### config.mk
export PLATFORM = sky130hd
export DESIGN_NAME = led_blink_pattern_engine
export DESIGN_NICKNAME = d
export VERILOG_FILES = /design/src/design/lbpe_pkg.sv /design/src/design/lbpe_led.sv /design/src/design/led_blink_pattern_engine.sv
export SDC_FILE = /design/constraint.sdc
export NUM_CORES = 1
export LEC_CHECK = 0
export BUFFER_PORTS_ARGS = -buffer_cell sky130_fd_sc_hd__buf_2
export CAP_MARGIN = 15
export CORE_ASPECT_RATIO = 0.5
export CORE_MARGIN = 4
export CORE_UTILIZATION = 35
export DETAILED_ROUTE_END_ITERATION = 7
export SYNTH_ARGS = -nofsm -noshare
export SYNTH_HDL_FRONTEND = slang
export SYNTH_SLANG_ARGS = --single-unit
### constraint.sdc
create_clock -name clock -period 11.3 [get_ports clock]
set_input_delay 1.695 -clock clock [delete_from_list [all_inputs] [get_ports clock]]
set_output_delay 1.695 -clock clock [all_outputs]
set_load 0.05 [all_outputs]
### src/design/lbpe_pkg.sv
// ----------------------------------------------------------------------------
// lbpe_pkg
// Shared types and constants of the LED blink pattern engine.
// ----------------------------------------------------------------------------
package lbpe_pkg;

   typedef enum logic [2:0] {
      PAT_OFF       = 3'd0,
      PAT_ON        = 3'd1,
      PAT_SLOW      = 3'd2,
      PAT_FAST      = 3'd3,
      PAT_RAPID     = 3'd4,
      PAT_ERROR     = 3'd5,
      PAT_HEARTBEAT = 3'd6
   } pattern_type;

   localparam int NUM_PATTERN_REGS = 6;
   localparam int OUT_BITS         = 6;

   localparam logic [2:0] REG_DRIVE_ENABLE = 3'd6;

   localparam logic [31:0] SLOW_PERIOD  = 32'd1000;
   localparam logic [31:0] FAST_PERIOD  = 32'd250;
   localparam logic [31:0] RAPID_PERIOD = 32'd100;
   localparam logic [31:0] ERROR_STEP   = 32'd100;
   localparam logic [31:0] HEART_STEP   = 32'd150;
   localparam logic [31:0] PAUSE_PERIOD = 32'd1000;

   localparam logic [2:0] ERROR_LIMIT = 3'd6;
   localparam logic [2:0] HEART_LIMIT = 3'd4;

   typedef struct packed {
      logic        update;
      logic        clear_count;
      pattern_type pattern;
   } led_ctrl_type;

endpackage

### src/design/lbpe_led.sv
// ----------------------------------------------------------------------------
// lbpe_led
// State and next-level logic of one LED: level, last toggle time and
// flash counter, advanced once per update.
// ----------------------------------------------------------------------------
module lbpe_led (
   input  logic                  clock,
   input  logic                  reset,
   input  lbpe_pkg::led_ctrl_type ctrl,
   input  logic [31:0]           now_ms,
   output logic                  level_next,
   output logic                  changed
);
   import lbpe_pkg::*;

   logic        level_ff;
   logic [31:0] last_ff;
   logic [2:0]  count_ff;
   logic [2:0]  count_in;
   logic [31:0] elapsed;
   logic        toggle;
   logic        level_in;

   assign elapsed = now_ms - last_ff;

   always_comb begin
      toggle   = 1'b0;
      level_in = level_ff;
      count_in = count_ff;
      unique case (ctrl.pattern)
         PAT_OFF:   level_in = 1'b0;
         PAT_ON:    level_in = 1'b1;
         PAT_SLOW:  toggle = (elapsed >= SLOW_PERIOD);
         PAT_FAST:  toggle = (elapsed >= FAST_PERIOD);
         PAT_RAPID: toggle = (elapsed >= RAPID_PERIOD);
         PAT_ERROR: begin
            if (count_ff < ERROR_LIMIT) begin
               toggle = (elapsed >= ERROR_STEP);
               if (toggle) count_in = count_ff + 3'd1;
            end else begin
               toggle = (elapsed >= PAUSE_PERIOD);
               if (toggle) count_in = 3'd0;
            end
         end
         PAT_HEARTBEAT: begin
            if (count_ff < HEART_LIMIT) begin
               toggle = (elapsed >= HEART_STEP);
               if (toggle) count_in = count_ff + 3'd1;
            end else begin
               toggle = (elapsed >= PAUSE_PERIOD);
               if (toggle) count_in = 3'd0;
            end
         end
         default: level_in = level_ff;
      endcase
      if (toggle) level_in = ~level_ff;
   end

   assign level_next = ctrl.update ? level_in : level_ff;
   assign changed    = ctrl.update && (level_in != level_ff);

   always_ff @(posedge clock) begin
      if (reset) begin
         level_ff <= 1'b0;
         last_ff  <= '0;
         count_ff <= '0;
      end else begin
         if (ctrl.clear_count) begin
            count_ff <= '0;
         end else if (ctrl.update) begin
            count_ff <= count_in;
         end
         if (ctrl.update) begin
            level_ff <= level_in;
            if (toggle) last_ff <= now_ms;
         end
      end
   end

endmodule

### src/design/led_blink_pattern_engine.sv
// ----------------------------------------------------------------------------
// led_blink_pattern_engine
// Six-channel LED blink pattern generator driven by millisecond updates.
// ----------------------------------------------------------------------------
// Usage:
//   req_*  : one transfer per update, req_tdata = now_ms (bits 31:0).
//   rsp_*  : one transfer per update, rsp_tdata = led_levels (5:0),
//            changed_mask (11:6), zero padding (15:12).
//   csr_*  : register writes, index 0..5 pattern of LED 0..5, index 6
//            drive_enable; other indexes are ignored. csr_ready is always
//            high. A pattern write clears that LED's flash counter.
// Timing:
//   an update waits in the input register and is evaluated into the
//   result register once that is empty or being taken. One update per
//   cycle is sustained while rsp_tready stays high; the clock is set by
//   the single 32-bit subtract and compare per LED between the two registers.
// Reset zeroes all LEDs, times, counters, patterns, enable and valid flags.
// When the receiver stalls, the result is held, one more update waits in
// the input register, and req_tready then drops until rsp_tready returns.
// ----------------------------------------------------------------------------
module led_blink_pattern_engine #(
   parameter int NUM_LEDS = 6
) (
   input  logic        clock,
   input  logic        reset,
   input  logic        req_tvalid,
   output logic        req_tready,
   input  logic [31:0] req_tdata,    // now_ms
   output logic        rsp_tvalid,
   input  logic        rsp_tready,
   output logic [15:0] rsp_tdata,    // led_levels, changed_mask, zero pad
   input  logic        csr_valid,
   output logic        csr_ready,
   input  logic [2:0]  csr_index,
   input  logic [2:0]  csr_data
);
   import lbpe_pkg::*;

   pattern_type         pattern_ff [NUM_PATTERN_REGS];
   logic                enable_ff;
   logic                in_valid_ff;
   logic [31:0]         in_now_ff;
   logic                rsp_valid_ff;
   logic [OUT_BITS-1:0] levels_ff;
   logic [OUT_BITS-1:0] changed_ff;
   logic                advance;
   logic                csr_write;
   logic [NUM_LEDS-1:0] level_vec;
   logic [NUM_LEDS-1:0] changed_vec;
   logic [OUT_BITS-1:0] levels_in;
   logic [OUT_BITS-1:0] changed_in;

   assign csr_ready  = 1'b1;
   assign csr_write  = csr_valid && csr_ready;
   assign advance    = in_valid_ff && (!rsp_valid_ff || rsp_tready);
   assign req_tready = !in_valid_ff || advance;

   always_ff @(posedge clock) begin
      if (reset) begin
         for (int p = 0; p < NUM_PATTERN_REGS; p++) pattern_ff[p] <= PAT_OFF;
         enable_ff <= 1'b0;
      end else if (csr_write) begin
         for (int p = 0; p < NUM_PATTERN_REGS; p++) begin
            if (csr_index == 3'(p)) pattern_ff[p] <= pattern_type'(csr_data);
         end
         if (csr_index == REG_DRIVE_ENABLE) enable_ff <= csr_data[0];
      end
   end

   for (genvar i = 0; i < NUM_LEDS; i++) begin : g_led
      led_ctrl_type ctrl;
      if (i < NUM_PATTERN_REGS) begin : g_reg
         assign ctrl.pattern     = pattern_ff[i];
         assign ctrl.clear_count = csr_write && (csr_index == 3'(i));
      end else begin : g_noreg
         assign ctrl.pattern     = PAT_OFF;
         assign ctrl.clear_count = 1'b0;
      end
      assign ctrl.update = advance && enable_ff;

      lbpe_led u_led (
         .clock      (clock),
         .reset      (reset),
         .ctrl       (ctrl),
         .now_ms     (in_now_ff),
         .level_next (level_vec[i]),
         .changed    (changed_vec[i])
      );
   end

   for (genvar b = 0; b < OUT_BITS; b++) begin : g_out
      if (b < NUM_LEDS) begin : g_used
         assign levels_in[b]  = level_vec[b];
         assign changed_in[b] = changed_vec[b];
      end else begin : g_pad
         assign levels_in[b]  = 1'b0;
         assign changed_in[b] = 1'b0;
      end
   end

   always_ff @(posedge clock) begin
      if (reset) begin
         in_valid_ff  <= 1'b0;
         rsp_valid_ff <= 1'b0;
      end else begin
         if (req_tready) in_valid_ff <= req_tvalid;
         if (advance) begin
            rsp_valid_ff <= 1'b1;
         end else if (rsp_tready) begin
            rsp_valid_ff <= 1'b0;
         end
      end
   end

   always_ff @(posedge clock) begin
      if (req_tvalid && req_tready) in_now_ff <= req_tdata;
      if (advance) begin
         levels_ff  <= levels_in;
         changed_ff <= changed_in;
      end
   end

   assign rsp_tvalid = rsp_valid_ff;
   assign rsp_tdata  = {4'b0000, changed_ff, levels_ff};

   a_disabled_no_change: assert property (@(posedge clock) disable iff (reset)
      (advance && !enable_ff) |=> (rsp_tdata[11:6] == 6'd0))
      else $error("change reported while disabled");

   a_stall_only_when_full: assert property (@(posedge clock) disable iff (reset)
      !req_tready |-> (in_valid_ff && rsp_valid_ff && !rsp_tready))
      else $error("input stalled without a full pipeline");

   a_held_update_kept: assert property (@(posedge clock) disable iff (reset)
      (in_valid_ff && !advance) |=> (in_valid_ff && $stable(in_now_ff)))
      else $error("waiting update lost or changed");

   a_disabled_levels_held: assert property (@(posedge clock) disable iff (reset)
      (advance && !enable_ff && rsp_valid_ff) |=>
      (rsp_tdata[5:0] == $past(levels_ff)))
      else $error("levels moved while disabled");

endmodule

# --- After elaboration in Yosys (flattened, before gate mapping) ---
# Memory sizes are Yosys's and may differ from the RTL's.
# Cells that the tools add are included.
# W data, S select, Z words.
totals:
  in_bits: 43
  out_inout_bits: 19
  ramBits: 18
  n_memories: 1
  ff_bits: 263
  elab_cells: 303
op_classes:
  bitwise_logic: 12
  n_eq_ne: 60
  n_reduce_logical: 52
  magnitude_cmp: 36
  muxes: 106
  add_sub_neg: 12
mem_list:
  columns: ["memory", "words", "width", "read_ports", "rd_ports_with_merged_regs", "wr", "line_no", "rtl"]
  rows:
  - ["pattern_ff", 6, 3, 6, 0, 6, "led_blink_pattern_engine.sv:39", "pattern_type pattern_ff [NUM_PATTERN_REGS];"]
op_table:
  columns: ["cell", "n"]
  rows:
  - ["$ge A32 B8 Y1 const B", 12]
  - ["$ge A32 B10 Y1 const B", 6]
  - ["$ge A32 B7 Y1 const B", 6]
  - ["$sub A32 B32 Y32", 6]
  - ["$mux W3", 36]
  - ["$eq A3 B3 Y1 const B", 21]
  - ["$mux W1", 52]
  - ["$eq A3 B2 Y1 const B", 14]
  - ["$lt A3 B3 Y1 const B", 12]
  - ["$pmux W3 S2", 6]
  - ["$pmux W1 S5", 6]
  - ["$reduce_and A4 Y1", 6]
  - ["$eq A3 B1 Y1 const B", 7]
  - ["$logic_not A3 Y1", 7]
  - ["$add A3 B1 Y3 const B", 6]
  - ["$ne A3 B2 Y1 const B", 6]
  - ["$ne A3 B3 Y1 const B", 6]
  - ["$logic_and A1 B1 Y1", 15]
  - ["$reduce_and A2 Y1", 7]
  - ["$reduce_bool A2 Y1", 7]
  - ["$pmux W1 S2", 6]
  - ["$reduce_or A2 Y1", 6]
  - ["$ne A1 B1 Y1", 6]
  - ["$not A1 Y1", 6]
  - ["other kinds (3)", 10]

# --- Logic depth before layout (Yosys ltp) ---
logic_depth:
  word_depth: 7
  depth_mapped: 18
  ltp_nobuf: 16

# --- Hierarchy ---
# Synthesis repeated with hierarchy kept, for this count alone.
hier_totals:
  hier_cells: 3583
  hier_area_um2: 28023.1
modules_own_cells:
  columns: ["module", "cells_each", "instances", "area_per_inst_um2"]
  rows:
  - ["lbpe_led (g_led[0].u_led ...)", 583, 5, 4316.6]
  - ["lbpe_led (g_led[5].u_led)", 537, 1, 4085.2]
  - ["led_blink_pattern_engine", 131, 1, 2354.8]

# --- Least setup slack after synthesis ---
# Ideal clock, no wire load.
synth_path:
  path_kind: "register -> register"
  startpoint: "register in_now_ff[1]"
  endpoint: "register g_led[5].u_led.last_ff[1]"
  path_buffers: 2
  setup_time_ns: 0.074
  synth_period_minus_slack_ns: 4.248
  path_stages_with_launch: 16
  t_arrival_ns: 4.175
  slack_ns: 7.052
  t_required_ns: 11.226
  cell_sequence: "edfxtp_1 > fa_1 > a21o_1 > a311oi_2 > or4_1 > a31oi_1 > nand4_1 > mux2i_1 > or4_4 > nor4_4 > a21oi_1 > o31ai_2 > o21a_1 > buf_4 > buf_12 > mux2i_1"
synth_between:
  elab_chain_len: 5
  elab_cells_between_ends: 9
  cone_classes: "1 x add/sub; 4 x order compare; 3 x mux; 1 x reduce/logical"
synth_rtl:
  columns: ["item", "line_no", "rtl"]
  rows:
  - ["from (decl)", "led_blink_pattern_engine.sv:42", "logic [31:0] in_now_ff;"]
  - ["from (signal assigned)", "led_blink_pattern_engine.sv:116", "if (req_tvalid && req_tready) in_now_ff <= req_tdata;"]
  - ["$sub A32 B32 Y32", "lbpe_led.sv:24", "assign elapsed = now_ms - last_ff;"]
  - ["$ge A32 B10 Y1 (tied with other cells)", "lbpe_led.sv:33, lbpe_led.sv:41, lbpe_led.sv:50", null]
  - ["$mux W1, on equally long branches", "lbpe_led.sv:46, lbpe_led.sv:37", null]
  - ["$pmux W1 S5", "lbpe_led.sv:30", "unique case (ctrl.pattern)"]
  - ["$reduce_and A2 Y1 (no source line)", null, null]
  - ["to (signal assigned)", "lbpe_led.sv:75", "if (toggle) last_ff <= now_ms;"]
  - ["to (decl)", "lbpe_led.sv:17", "logic [31:0] last_ff;"]
# Several ways; a longest one is shown, not always the timed one.
# A chain may end at the register's enable or synchronous reset.

# --- Worst setup path in the final report ---
layout_path:
  startpoint: "register in_now_ff[0]"
  endpoint: "register g_led[0].u_led.last_ff[28]"
layout_between:
  elab_chain_len: 5
  elab_cells_between_ends: 9
  cone_classes: "1 x add/sub; 4 x order compare; 3 x mux; 1 x reduce/logical"
layout_rtl:
  columns: ["item", "line_no"]
  rows:
  - ["$sub A32 B32 Y32 (*)", "lbpe_led.sv:24"]
  - ["$ge A32 B10 Y1 (tied with other cells)", "lbpe_led.sv:33, lbpe_led.sv:41, lbpe_led.sv:50"]
  - ["$mux W1, on equally long branches", "lbpe_led.sv:46, lbpe_led.sv:37"]
  - ["$pmux W1 S5 (*)", "lbpe_led.sv:30"]
  - ["$reduce_and A2 Y1 (no source line) (*)", null]
  - ["to (signal assigned)", "lbpe_led.sv:75"]
  - ["to (decl)", "lbpe_led.sv:17"]
# Mark *: on every way between the ends. The rest lies on a longest branch, timed or not.

==> metrics.cfg <==
[outcome]
outcome = finished clean

[worst_setup_path]
crit_type = flip-flop to flip-flop
setup.worst_path.end_class = flip-flop
rr_worst_depth = 16
slowest_stage = and2_2
crit_arrival_ns = 5.89
crit_chain = inv_1, ha_1, inv_1, fa_1, a211oi_1, o21ai_1, a211oi_2, o31ai_1, a211oi_1, xor2_1, o211ai_1, nor4_4, a31oi_1, or3b_1, and2_2, mux2i_1
reg2reg_from = in_now_ff[0]$_DFFE_PP_
cpPeakStageDelay_ns = 0.52
start_kind = flip-flop
crit_start = in_now_ff[0]$_DFFE_PP_
r2r_end = g_led[0].u_led.last_ff[28]$_SDFFE_PP0P_
path_buf_inv = 2
critical-path-top-delay-family = compound AO/OA/AOI/OAI gates
endpoint = g_led[0].u_led.last_ff[28]$_SDFFE_PP0P_
path_depth = 16
cp_max_fo = 32
cp.required_ns = 11.73
r2r_setup_slack_ns = 5.83

[final_layout]
final_cell_mix = nand2_1 (413), a21oi_1 (263), inv_1 (258)
final_cells = 4158
syn_to_final_growth_pct = 7.55
final_common_cell = nand2_1
finalCoreUtilization = 0.381
diodes = 0
drive_gt1_frac = 0.0672
nets = 3417

[global_route]
grt_max_degree = 83
grt_pass1_vias = 22800
grt_usage = 0.210
gr-total-overflow = 0
grt_pass1_wl_um = 129000
antenna_found_initial = 2

[logic_synthesis]
async_flop_share = 0
synth_seq_cells = 281
syn_inst = 3222
synth-main-ff-cell = dfxtp_1
synth_edf_count = 62
syn_area_um2 = 25100
ys_warn_count = 0
synth.distinct_cells = 108
syn-mean-instance-area_um2 = 7.80
yosysSeqAreaShare = 0.248

[sta]
layout_setup_ws_ns = 5.83
finClkSkew_ns = 0.0101
rsz0062_at_grt = no
slew_headroom = 0.237
hold_violations = 0
finalSetupViolCount = 0
post-route-period-util = 0.484
min_period_ns = 5.47
worst_pin_slew_ns = 1.14
fmax_ghz = 0.183
tns_ns = 0
drv_slew = 0

[power]
max-vdd-ir-drop_v = 0.000112
powerDensity_nw_per_um2 = 105
leakage_nw = 10.2

[drt]
vias = 24100
vias_per_cell = 5.79
drt-initial-drc-count = 1945
wl_um = 84200
drc = 0
ant_nets = 0
wl_per_cell_um = 20.2
firstDrtPassIters = 5

[floorplanning]
dieArea_um2 = 76400
start_util = 0.354
io_pins = 62
core_area_um2 = 71100
num_rows = 69
die_w_um = 387
die_h_um = 198

[cts]
cts_root_buffer = clkbuf_16
cts_tree = built
post_cts_buffers = 0
hold_buffers = 0
cts_inserted_buffers = 31
clockBufferDepth = 3
ctsResizeCount = 0
cts_sinks = 281
htreeDepth = 1
clock_latency_ns = 0.59
clk_pin_slew_ns = 0.06

[min_path]
worstHoldPathType = flip-flop to flip-flop
min-delay-start = g_led[5].u_led.last_ff[16]$_SDFFE_PP0P_

[place]
dp_cells = 4100
place.detailed.hpwl_um = 64000
place_ws_ns = 5.91
portBuffers = 56
place_congestion = 0.973

[job]
cap_violations = 0

## through the flow
stage	total power, mW	instance area (um2)	hold WS [ns]
2_1_floorplan	1.56	25100	0.435
3_3_place_gp	1.75	25900	0.443
3_5_place_dp	1.75	25900	0.447
4_1_cts	2.84	27000	0.458
5_1_grt	2.95	27000	0.475
6_report	2.83	27000	0.458
## per-layer routing
metal  global-route usage  wire, um
met5                    0         0
met4               0.0641      2760
met3               0.0315      5590
met2                0.345     37200
met1                0.286     38600
## layout make-up
type,instances,area [um2]
inverters,259,977
multi-input cells,2532,17100
fillers,7364,44000
clock inverters,18,206
flip-flops and latches,281,6250
repair buffers,71,393
clock buffers,39,877
well taps,958,1200
## worst min-delay path, cell delays in order (launching register included)
cell     delay, ns
dfxtp_1       0.31
nand2_1       0.05
mux2i_1       0.05
## flip-flops by register name, indices dropped and copies added (netlist names), 6 cells and up
name and count:
g_led.u_led.level_ff 6, pattern_ff 18, changed_ff 6, g_led.u_led.count_ff 18, in_now_ff 32, levels_ff 6, g_led.u_led.last_ff 192
## cells in the mapped netlist, types with 22 or more instances
cell type | n | area (um2)
nand2_1 | 413 | 1550
a21oi_1 | 263 | 1320
inv_1 | 258 | 968
dfxtp_1 | 219 | 4380
nor2_1 | 206 | 773
ha_1 | 192 | 2400
mux2i_1 | 184 | 1840
o21ai_0 | 153 | 766
clkbuf_1 | 95 | 357
nor3_1 | 68 | 340
nand4_1 | 67 | 419
xnor2_1 | 66 | 578
nand3_1 | 64 | 320
a21o_1 | 63 | 473
edfxtp_1 | 62 | 1860
o21a_1 | 56 | 420
xor2_1 | 53 | 464
or3_1 | 40 | 250
and2_1 | 38 | 238
o211ai_1 | 38 | 285
a211oi_1 | 34 | 255
nor2b_1 | 33 | 206
o31ai_1 | 32 | 240
a31oi_1 | 31 | 194
o21bai_1 | 28 | 210
and3_1 | 26 | 163
buf_2 | 23 | 115
nor4_1 | 22 | 138
## worst min-delay path by stage
stage	to	slack (ns)	depth (start not counted)
finish	g_led[5].u_led.last_ff[16]$_SDFFE_PP0P_	0.46	2
global route	g_led[4].u_led.last_ff[5]$_SDFFE_PP0P_	0.48	2
detailed placement	g_led[5].u_led.last_ff[20]$_SDFFE_PP0P_	0.45	2
floorplan	g_led[0].u_led.last_ff[10]$_SDFFE_PP0P_	0.43	2
global placement	g_led[5].u_led.last_ff[20]$_SDFFE_PP0P_	0.44	2
CTS	g_led[2].u_led.last_ff[12]$_SDFFE_PP0P_	0.46	2
## cell families after synthesis
| logic type | count (synthesis) | share of synthesized area |
|---|---|---|
| AND/OR/NAND/NOR | 1087 | 0.210 |
| XOR/XNOR | 119 | 0.0415 |
| flip-flops | 281 | 0.248 |
| buffers and inverters | 412 | 0.0703 |
| adder cells (fa/ha/maj) | 198 | 0.100 |
| AO/OA/AOI/OAI | 933 | 0.253 |
| other | 2 | 0.000299 |
| multiplexers | 190 | 0.0760 |
## power by group
group | internal [mW] | switching, mW
sequential | 1.04 | 0.0416
clock | 0.622 | 0.465
combinational | 0.227 | 0.433
total | 1.89 | 0.939
(Power assumes the default switching activity.)
